**src/sv/ppvc_merge.sv**
```systemverilog
// ----------------------------------------------------------------------------
// ppvc_merge
// Rotates the lane results into the robot frame and clamps all three axes.
// ----------------------------------------------------------------------------
module ppvc_merge (
  input  logic               clk,
  input  logic               rst_n,
  input  logic               start,
  input  logic signed [31:0] ux,
  input  logic signed [31:0] uy,
  input  logic signed [31:0] uw,
  input  logic signed [31:0] cos_q30,
  input  logic signed [31:0] sin_q30,
  input  logic [30:0]        lin_lim,
  input  logic [30:0]        ang_lim,
  output logic signed [31:0] vx,
  output logic signed [31:0] vy,
  output logic signed [31:0] w,
  output logic [2:0]         flags,
  output logic               done
);

  localparam logic signed [65:0] HALF30 = 66'sd1 <<< 29;

  localparam logic [2:0] ST_IDLE = 3'd0;
  localparam logic [2:0] ST_CX   = 3'd1;
  localparam logic [2:0] ST_SY   = 3'd2;
  localparam logic [2:0] ST_VX   = 3'd3;
  localparam logic [2:0] ST_CY   = 3'd4;
  localparam logic [2:0] ST_VY   = 3'd5;
  localparam logic [2:0] ST_W    = 3'd6;
  localparam logic [2:0] ST_DONE = 3'd7;

  logic [2:0]         ph_r;
  logic signed [63:0] p_r;
  logic signed [65:0] acc_r;
  logic signed [31:0] vx_r, vy_r, w_r;
  logic [2:0]         fl_r;
  logic signed [31:0] ma, mb;
  logic signed [65:0] sum, rv;
  logic signed [33:0] lim, clv;
  logic               clf;

  always_comb begin
    case (ph_r)
      ST_CX: begin ma = cos_q30; mb = ux; end
      ST_SY: begin ma = sin_q30; mb = uy; end
      ST_VX: begin ma = cos_q30; mb = uy; end
      default: begin ma = sin_q30; mb = ux; end
    endcase
    if (ph_r == ST_VY) begin
      sum = acc_r - 66'(p_r);
    end else begin
      sum = acc_r + 66'(p_r);
    end
    rv = (sum + HALF30) >>> 30;
    lim = (ph_r == ST_W) ? 34'(ang_lim) : 34'(lin_lim);
    clf = 1'b0;
    clv = rv[33:0];
    if (ph_r == ST_W) begin
      clv = 34'(uw);
    end
    if (ph_r == ST_W ? (clv > lim) : (rv > 66'(lim))) begin
      clv = lim;
      clf = 1'b1;
    end else if (ph_r == ST_W ? (clv < -lim) : (rv < -66'(lim))) begin
      clv = -lim;
      clf = 1'b1;
    end
  end

  always_ff @(posedge clk) begin
    if (!rst_n) begin
      ph_r <= ST_IDLE;
    end else begin
      case (ph_r)
        ST_IDLE: if (start) ph_r <= ST_CX;
        ST_DONE: ph_r <= ST_IDLE;
        default: ph_r <= ph_r + 3'd1;
      endcase
    end
    p_r <= ma * mb;
    case (ph_r)
      ST_IDLE: fl_r <= 3'd0;
      ST_SY: acc_r <= 66'(p_r);
      ST_VX: begin
        vx_r <= clv[31:0];
        fl_r[0] <= clf;
      end
      ST_CY: acc_r <= 66'(p_r);
      ST_VY: begin
        vy_r <= clv[31:0];
        fl_r[1] <= clf;
      end
      ST_W: begin
        w_r <= clv[31:0];
        fl_r[2] <= clf;
      end
      default: ;
    endcase
  end

  assign vx = vx_r;
  assign vy = vy_r;
  assign w = w_r;
  assign flags = fl_r;
  assign done = (ph_r == ST_DONE);

endmodule

```
**config.mk**
```make
export PLATFORM = sky130hd
export DESIGN_NAME = ppvc_merge
export DESIGN_NICKNAME = d
export VERILOG_FILES = /design/src/sv/ppvc_merge.sv
export SDC_FILE = /design/constraint.sdc
export NUM_CORES = 2
export LEC_CHECK = 0
export BUFFER_PORTS_ARGS = -buffer_cell sky130_fd_sc_hd__buf_2
export CAP_MARGIN = 20
export CORE_MARGIN = 5
export CORE_UTILIZATION = 40
export CTS_BUF_LIST = sky130_fd_sc_hd__clkbuf_8
export DETAILED_ROUTE_END_ITERATION = 7
export GPL_TIMING_DRIVEN = 0
export PLACE_DENSITY = 0.64
export SETUP_SLACK_MARGIN = 0.4
export SLEW_MARGIN = 0
export SYNTH_ARGS = -nofsm -noshare
export SYNTH_HDL_FRONTEND = slang
export SYNTH_SLANG_ARGS = --single-unit
```
**constraint.sdc**
```tcl
create_clock -name clk -period 29.5 [get_ports clk]
set_clock_uncertainty 0.2 [all_clocks]
set_input_delay 2.95 -clock clk [delete_from_list [all_inputs] [get_ports clk]]
set_output_delay 2.95 -clock clk [all_outputs]
set_load 0.01 [all_outputs]
```
==> flow_summary.toml <==
[layout]
area_delta_synth_final_pct = 9.54
drive_gt1_share_pct = 9.34
final_nets = 8270

[clock_network]
holdBufCountCts = 0
clk_path_buf_depth = 3
root_buffer = "clkbuf_8"
clock_latency_ns = 0.58
htreeDepth = 2
cts.sinks = 230
path_clk_slew_ns = 0.07
cts_resized = 0
cts_inserted_buffers = 37
cts_tree = "built"
cts_setup_buffers = 0

[global_routing]
grt_max_degree = 65
grt_pass1_wl_um = 308000
antenna_found_initial = 25
first_global_vias = 48200
grtUsageTotal_pct = 28.3
grt-ovfl-total = 0

[sta]
min_period_ns = 13.96
tns_ns = 0
hold_violations = 0
period_share_pct = 47.3
final_max_slew_viol_count = 0
rsz0062_at_grt = "no"
fmax_mhz = 71.6
finalSetupViolCount = 0
slew_headroom_pct = 15.6
worst_slew_pin_slew_ns = 1.27

[place]
portBuffers = 324
gp_congestion = 1.03
hpwl_um = 177000

[setup_path]
cpMaxStageDelayCell = "buf_1"
critPathMaxFanout = 10
critPathCaptureType = "flop"
crit_family = "adder cells"
arrival_ns = 14.15
critPathMaxStageDelay_ns = 0.95
crit_required_ns = 29.69
cp_common_cell = "fa_1"
worst_setup_path_start_kind = "input port"
criticalPathCategory = "input port to flop"
path_buf_inv = 8

[logic_synthesis]
synthCells = 6133
synth_top_cell_by_area = "fa_1"
ys_seq_elements = 230
syn_area_mm2 = 0.0553
yosys-top-cells-area = "fa_1 39%, ha_1 9.4%, edfxtp_1 8.8%"
synth_ff_type = "edfxtp_1"
post-synth-top-count-cell = "inv_1"
synthTopCellsByCount = "1259 x inv_1, 1082 x fa_1, 915 x nand2_1"
synth_nets = 7855
syn_avg_cell_area_um2 = 9.02
synth_top_area_share_pct = 39.1
synth_edf_count = 163
async_reset_ff_share_pct = 0
seq_area_frac_synth_pct = 11.3
synthDistinctLibCells = 109
synth_warnings = 0

[detailed_routing]
vias = 46500
drt-wirelength-per-cell_um = 24.9
first_pass_iters = 8
drt_iter0_drc = 4342
routed_wirelength_um = 209000
ant_nets = 0
viasPerCell = 5.55
drc = 0

[floorplanning]
die-area_mm2 = 0.146
pin_count = 325
die_w_um = 382
core_area_mm2 = 0.137
die_y_um = 382
rows = 136
start_util_pct = 40.2

[job]
cap_violations = 0

[hold_path]
hp-class = "flop to flop"

[status]
status = "finished clean"
area by class of cell:
type                            instances  area, um^2
Antenna cell                            9        22.5
Buffer                                241         960
Clock buffer                           40         551
Clock inverter                         26         173
Fill cell                           13500       76900
Inverter                             1260        4730
Multi-Input combinational cell       4402       43500
Sequential cell                       230        6240
Tap cell                             1794        2240
Timing Repair Buffer                  376        2230
layer usage:
layer	global-route usage (%)	part of all wire, %	up-vias
met5	0	0.048	-
met4	16.8	7.6	14
met3	6.89	10	673
met2	44.9	44	2527
met1	35.2	38	23200
li1	-	-	20100
per-stage QoR:
stage	utilization (%)	instances	setup WS [ns]	instance area, um^2	hold WS, ns
2_1_floorplan	-	6133	17.93	55300	0.229
3_3_place_gp	43.1	8251	13.22	59200	0.257
3_5_place_dp	43.5	8297	15.23	59800	0.248
4_1_cts	44.0	8363	15.74	60500	0.257
5_1_grt	44.1	8370	15.13	60600	0.293
6_report	44.1	8378	15.54	60600	0.251
cells in the final DEF, fill, tap and decap left out, types with 14 or more instances in the layout:
cell type,instances
fa_1,1082
inv_1,1272
and2_1,57
o22ai_1,22
xnor2_1,126
buf_4,25
nand4_1,60
a21oi_1,219
or2_2,14
clkbuf_8,40
and3_1,34
o21bai_1,18
nand3_1,47
buf_2,340
ha_1,414
mux2i_1,87
a211oi_1,26
o211ai_1,22
mux2i_2,14
nor3_1,65
nor2_1,429
nand2b_1,33
nand2_1,915
nor4_1,18
a21o_1,116
o21a_1,28
nor2b_1,35
buf_1,19
xor2_1,84
or3_1,18
dfxtp_1,67
o21ai_1,15
clkbuf_1,200
o21ai_0,110
edfxtp_1,163
mux2_2,80
final timing paths:
kind              startpoint        to  slack [ns]  cells after the start
setup / recovery      uy[15]   p_r[63]       15.54                     33
hold / removal        p_r[1]  acc_r[1]        0.25                      0
setup reg to reg     ph_r[2]   p_r[63]       15.61                     37
hold reg to reg       p_r[1]  acc_r[1]        0.25                      0
logic make-up (layout without fill, tap and decap cells):
kind of cell,Yosys count,after routing,share of synthesized area (%)
adder cells (fa/ha/maj),1497,1497,48.5
AO/OA/AOI/OAI,716,716,8.59
flip-flops,230,230,11.3
multiplexers,183,183,3.50
XOR/XNOR,212,212,3.38
other,0,9,0
AND/OR/NAND/NOR,1794,1794,14.5
buffers and inverters,1501,1943,10.3
state kept, by name (all words and copies together) (netlist names):
signal and flops:
acc_r 64, flags 3, p_r 64, ph_r 3, vx 32, vy 32
w 32
Power is not shown: default switching activity piles up to over one toggle a cycle in this logic, so the estimate is an artifact.
