File: config.mk
export PLATFORM = sky130hd
export DESIGN_NAME = ppvc_axis_lane
export DESIGN_NICKNAME = d
export VERILOG_FILES = /design/src/sv/ppvc_pkg.sv /design/src/sv/ppvc_axis_lane.sv
export SDC_FILE = /design/constraint.sdc
export NUM_CORES = 2
export LEC_CHECK = 0
export ABC_AREA = 1
export ABC_CLOCK_PERIOD_IN_PS = 9100
export BUFFER_PORTS_ARGS = -buffer_cell sky130_fd_sc_hd__buf_2
export CORE_UTILIZATION = 35
export CTS_BUF_LIST = sky130_fd_sc_hd__clkbuf_8
export DETAILED_ROUTE_END_ITERATION = 6
export SLEW_MARGIN = 20
export SYNTH_ARGS = -nofsm -noshare
export SYNTH_HDL_FRONTEND = slang
export SYNTH_SLANG_ARGS = --single-unit
File: constraint.sdc
create_clock -name clk -period 9.1 [get_ports clk]
set_input_delay 2.275 -clock clk [delete_from_list [all_inputs] [get_ports clk]]
set_output_delay 2.275 -clock clk [all_outputs]
set_load 0.02 [all_outputs]
File: src/sv/ppvc_pkg.sv
// ----------------------------------------------------------------------------
// ppvc_pkg
// Shared constants, tables and functions for the planar PI velocity controller.
// ----------------------------------------------------------------------------
package ppvc_pkg;

  localparam int FRAC_BITS_DEF  = 16;
  localparam int ANGLE_BITS_DEF = 16;
  localparam int CORDIC_STEPS   = 28;
  localparam int STEP_W         = 5;
  localparam int NUM_AXES       = 3;

  localparam logic signed [31:0] CORDIC_GAIN_Q30 = 32'sd652032874;

  localparam logic [3:0] REG_GAIN_NOW  = 4'd0;
  localparam logic [3:0] REG_GAIN_PREV = 4'd4;
  localparam logic [3:0] REG_LIN_LIM   = 4'd8;
  localparam logic [3:0] REG_ANG_LIM   = 4'd12;

  function automatic logic signed [31:0] atan_turn(input logic [STEP_W-1:0] i);
    logic signed [31:0] r;
    case (i)
      5'd0: r = 32'sd536870912;
      5'd1: r = 32'sd316933406;
      5'd2: r = 32'sd167458907;
      5'd3: r = 32'sd85004756;
      5'd4: r = 32'sd42667331;
      5'd5: r = 32'sd21354465;
      5'd6: r = 32'sd10680862;
      5'd7: r = 32'sd5340245;
      5'd8: r = 32'sd2670163;
      5'd9: r = 32'sd1335087;
      5'd10: r = 32'sd667544;
      5'd11: r = 32'sd333772;
      5'd12: r = 32'sd166886;
      5'd13: r = 32'sd83443;
      5'd14: r = 32'sd41722;
      5'd15: r = 32'sd20861;
      5'd16: r = 32'sd10430;
      5'd17: r = 32'sd5215;
      5'd18: r = 32'sd2608;
      5'd19: r = 32'sd1304;
      5'd20: r = 32'sd652;
      5'd21: r = 32'sd326;
      5'd22: r = 32'sd163;
      5'd23: r = 32'sd81;
      5'd24: r = 32'sd41;
      5'd25: r = 32'sd20;
      5'd26: r = 32'sd10;
      5'd27: r = 32'sd5;
      default: r = 32'sd0;
    endcase
    return r;
  endfunction

  function automatic logic signed [31:0] sat32(input logic signed [63:0] v);
    logic signed [31:0] r;
    if (v > 64'sh0000_0000_7FFF_FFFF) begin
      r = 32'sh7FFF_FFFF;
    end else if (v < -64'sh0000_0000_8000_0000) begin
      r = 32'sh8000_0000;
    end else begin
      r = v[31:0];
    end
    return r;
  endfunction

endpackage

File: src/sv/ppvc_axis_lane.sv
// ----------------------------------------------------------------------------
// ppvc_axis_lane
// One PI lane: u = prev_command + round(g0*e) + round(g1*prev_e), saturated.
// Two products are formed in turn through one multiplier.
// ----------------------------------------------------------------------------
module ppvc_axis_lane #(
  parameter int FRAC_BITS = ppvc_pkg::FRAC_BITS_DEF
) (
  input  logic               clk,
  input  logic               rst_n,
  input  logic               start,
  input  logic signed [31:0] gain_now,
  input  logic signed [31:0] gain_prev,
  input  logic signed [31:0] err,
  input  logic signed [31:0] prev_err,
  input  logic signed [31:0] prev_cmd,
  output logic signed [31:0] u,
  output logic               done
);

  localparam logic signed [63:0] HALF = 64'sd1 <<< (FRAC_BITS - 1);

  localparam logic [1:0] PH_IDLE = 2'd0;
  localparam logic [1:0] PH_NOW  = 2'd1;
  localparam logic [1:0] PH_PREV = 2'd2;
  localparam logic [1:0] PH_SUM  = 2'd3;

  logic [1:0]         phase_r, phase_nxt;
  logic signed [63:0] prod_r;
  logic signed [63:0] acc_r, acc_nxt;
  logic signed [31:0] u_r, u_nxt;
  logic signed [31:0] ma, mb;
  logic signed [63:0] rnd;

  always_comb begin
    ma = (phase_r == PH_NOW) ? gain_now : gain_prev;
    mb = (phase_r == PH_NOW) ? err : prev_err;
    rnd = (prod_r + HALF) >>> FRAC_BITS;
    phase_nxt = phase_r;
    acc_nxt = acc_r;
    u_nxt = u_r;
    case (phase_r)
      PH_IDLE: begin
        if (start) begin
          phase_nxt = PH_NOW;
          acc_nxt = 64'(prev_cmd);
        end
      end
      PH_NOW: phase_nxt = PH_PREV;
      PH_PREV: begin
        acc_nxt = acc_r + rnd;
        phase_nxt = PH_SUM;
      end
      PH_SUM: begin
        u_nxt = ppvc_pkg::sat32(acc_r + rnd);
        phase_nxt = PH_IDLE;
      end
      default: phase_nxt = PH_IDLE;
    endcase
  end

  always_ff @(posedge clk) begin
    if (!rst_n) begin
      phase_r <= PH_IDLE;
    end else begin
      phase_r <= phase_nxt;
    end
    prod_r <= ma * mb;
    acc_r <= acc_nxt;
    u_r <= u_nxt;
  end

  assign u = u_r;
  assign done = (phase_r == PH_SUM);

endmodule

==> flow_metrics.env <==
export IMPL_cpMostUsedCell="fa_1"
export IMPL_cts_tree="yes"
export IMPL_final_layout_size_suffix_gt1_frac=0.1410
export IMPL_n_antenna_cell=0
export IMPL_start_util=0.3520
export IMPL_fillCellCount=14220
export IMPL_dr_pass1_iters=6
export IMPL_grt_total_usage=0.2505
export IMPL_core_rowCount=137
export IMPL_clk_pin_slew_ns=0.13
export IMPL_wl_um=174500
export IMPL_grt_max_degree=67
export IMPL_status="finished, final reports clean"
export IMPL_htreeDepth=4
export IMPL_clock_root_buffer="clkbuf_8"
export IMPL_grt_pass1_wl_um=267200
export IMPL_yosys_area_top_type="fa_1"
export IMPL_drtAntennaViolNets=0
export IMPL_rr_endpoint="prod_r[54]"
export IMPL_synthFlopType="edfxtp_1"
export IMPL_crit_arrival_ns=9.35
export IMPL_crit_end="prod_r[54]"
export IMPL_worst_slew_pin_slew_ns=1.005
export IMPL_cts_sinks=147
export IMPL_grt_pass1_vias=45430
export IMPL_fin_nets=8570
export IMPL_cp_slowest_stage_delay_ns=0.56
export IMPL_drc_errors=0
export IMPL_clock_skew_final_ns=0.03559
export IMPL_die_area_sq_mm=0.1417
export IMPL_dpl_hpwl_um=155700
export IMPL_startpoint_type="input port"
export IMPL_reg2reg_from="phase_r[1]"
export IMPL_synth_area_sq_mm=0.04906
export IMPL_end_kind="flip-flop"
export IMPL_ys_ff_latch=147
export IMPL_die_x_um=376.4
export IMPL_drt_iter0_drc=3171
export IMPL_cp_max_fo=9
export IMPL_synth_edff_count=96
export IMPL_dr_total_vias=43140
export IMPL_drv_cap=0
export IMPL_slew_headroom=0.3302
export IMPL_maxSlewViolCount=0
export IMPL_seq_area_frac_synth=0.07957
export IMPL_cp_slowest_cell="fa_1"
export IMPL_pre_cts_ws_ns=-0.8034
export IMPL_synthCells=6440
export IMPL_ys_warn_count=0
export IMPL_area_growth_pct=18.23
export IMPL_rsz0062_at_grt="true"
export IMPL_antenna_found_initial=1
export IMPL_finalHoldViolations=0
export IMPL_syn_nets=7933
export IMPL_min_period_over_period=0.9834
export IMPL_hold_class="flip-flop to flip-flop"
export IMPL_cts_buffers=17
export IMPL_fp_coreArea_sq_mm=0.1394
export IMPL_final_min_clock_period_ns=8.948
export IMPL_yosysTopAreaCellShare=0.4415
export IMPL_seqCellArea_sq_mm=0.003904
export IMPL_cp_startpoint="err[8]"
export IMPL_multi_input_area_sq_mm=0.03878
export IMPL_yosys_cell_types_count=45
export IMPL_ff2ff_setup_slack_ns=0.35
export IMPL_die_h_um=376.4
export IMPL_setup_viol_count_final=0
export IMPL_wire_per_inst_um=19.46
export IMPL_rr_worst_depth=28
export IMPL_gp_congestion=0.9983
export IMPL_synth_top_cells_by_area="fa_1 (44%), inv_1 (12%), nand2_1 (12%)"
export IMPL_insertion_delay_ns=0.53
export IMPL_syn_area_per_cell_sq_um=7.618
export IMPL_io_buffers=195
export IMPL_cp_data_required_time_ns=9.50
export IMPL_critical_path_class="input port to flip-flop"
export IMPL_overflow=0
export IMPL_synth_async_reset_ratio=0
export IMPL_via_per_inst=4.812
export IMPL_min_from="phase_r[0]"
export IMPL_ios=196
export IMPL_timing_final_ws_setup_ns=0.1515
export IMPL_fmax_mhz=111.8
export IMPL_cts_buffer_depth=2
==> state kept, by name, summed over array words and instances (netlist names) <==
register / cells
prod_r: 49
u: 32
phase_r: 2
acc_r: 64
==> metal layers <==
layer	share of wire	global-route usage
met2	0.46	0.4137
met1	0.43	0.3329
met5	0	0
met3	0.070	0.03290
met4	0.046	0.09649
==> cell usage in the layout (no fill, tap or decap), types with 7 or more instances in the layout <==
master / count
nand2_2: 18
buf_2: 195
clkinv_1: 16
a31oi_1: 11
nor3_1: 22
nand2_1: 1574
clkbuf_8: 17
nand4_1: 61
edfxtp_1: 96
xor2_1: 74
dfxtp_1: 51
fa_1: 1075
o21ai_0: 101
nand3_1: 106
clkinv_8: 7
nand3b_1: 12
nor4_1: 10
o21a_1: 11
inv_2: 19
a21oi_2: 8
ha_1: 240
a21oi_1: 144
o21ai_2: 32
fa_2: 7
buf_4: 529
o21ai_1: 33
nor2_2: 45
inv_1: 1585
xnor2_1: 45
buf_12: 71
nor2_1: 802
==> synth_stat cells (all sizes together), types with 61 or more instances <==
cell	count
a21oi	153
edfxtp	96
clkbuf	166
xor2	75
ha	248
nand2	1592
nor2	851
nand4	61
nand3	109
inv	1606
o21ai	169
fa	1082
==> critical path: cells and delay by family <==
family / cells / cell delay, ns
AO/OA/AOI/OAI: 6 / 1.27
AND/OR/NAND/NOR: 4 / 0.38
buffers and inverters: 9 / 0.88
XOR/XNOR: 1 / 0.14
adder cells (fa/ha/maj): 9 / 4.38
==> how the worst min path moves through the flow <==
stage / depth (start not counted) / slack [ns] / endpoint
finish: 2 / 0.58 / phase_r[0]
global route: 2 / 0.62 / phase_r[1]
CTS: 2 / 0.59 / phase_r[0]
detailed placement: 2 / 0.57 / phase_r[1]
global placement: 2 / 0.54 / phase_r[0]
floorplan: 2 / 0.49 / phase_r[1]
==> logic make-up after synthesis <==
logic type / Yosys count / share of synthesized area
AOI/OAI and AO/OA: 368 / 0.03986
xor gates and xnor gates: 120 / 0.02142
adders and majority gates: 1330 / 0.5048
buffers and inverters: 1807 / 0.1391
DFF: 147 / 0.07957
and+or+nand+nor: 2668 / 0.2153
==> cell type report <==
type,count,area share
clock buffer,17,0.004034
clock inverter,15,0.003430
sequential,147,0.06730
inverter,1625,0.1054
timing repair inverter,1,0.0001294
timing repair buffer,799,0.1106
tap,1876,0.04047
multi-input combinational,4486,0.6687
==> stage by stage <==
step	TNS, ns	util	cells	hold WS [ns]	cell area [sq um]
2_1_floorplan	0	-	6440	0.4897	49110
3_3_place_gp	-19.00	0.4106	8929	0.5420	57220
3_5_place_dp	-19.04	0.4106	8929	0.5664	57220
4_1_cts	0	0.4138	8961	0.5853	57670
5_1_grt	-0.1786	0.4162	8966	0.6208	58000
6_report	0	0.4162	8966	0.5842	58000
==> repair_timing <==
item	in CTS	in global routing
hold buffers	0	0
setup endpoints to repair	17	27
cloned	0	1
pin swaps	0	12
resized for setup	7	76
setup buffers	0	4
Power is left out: the tool's default activity adds up to more than one toggle a clock period on the data nets, which glitch-free logic cannot reach.
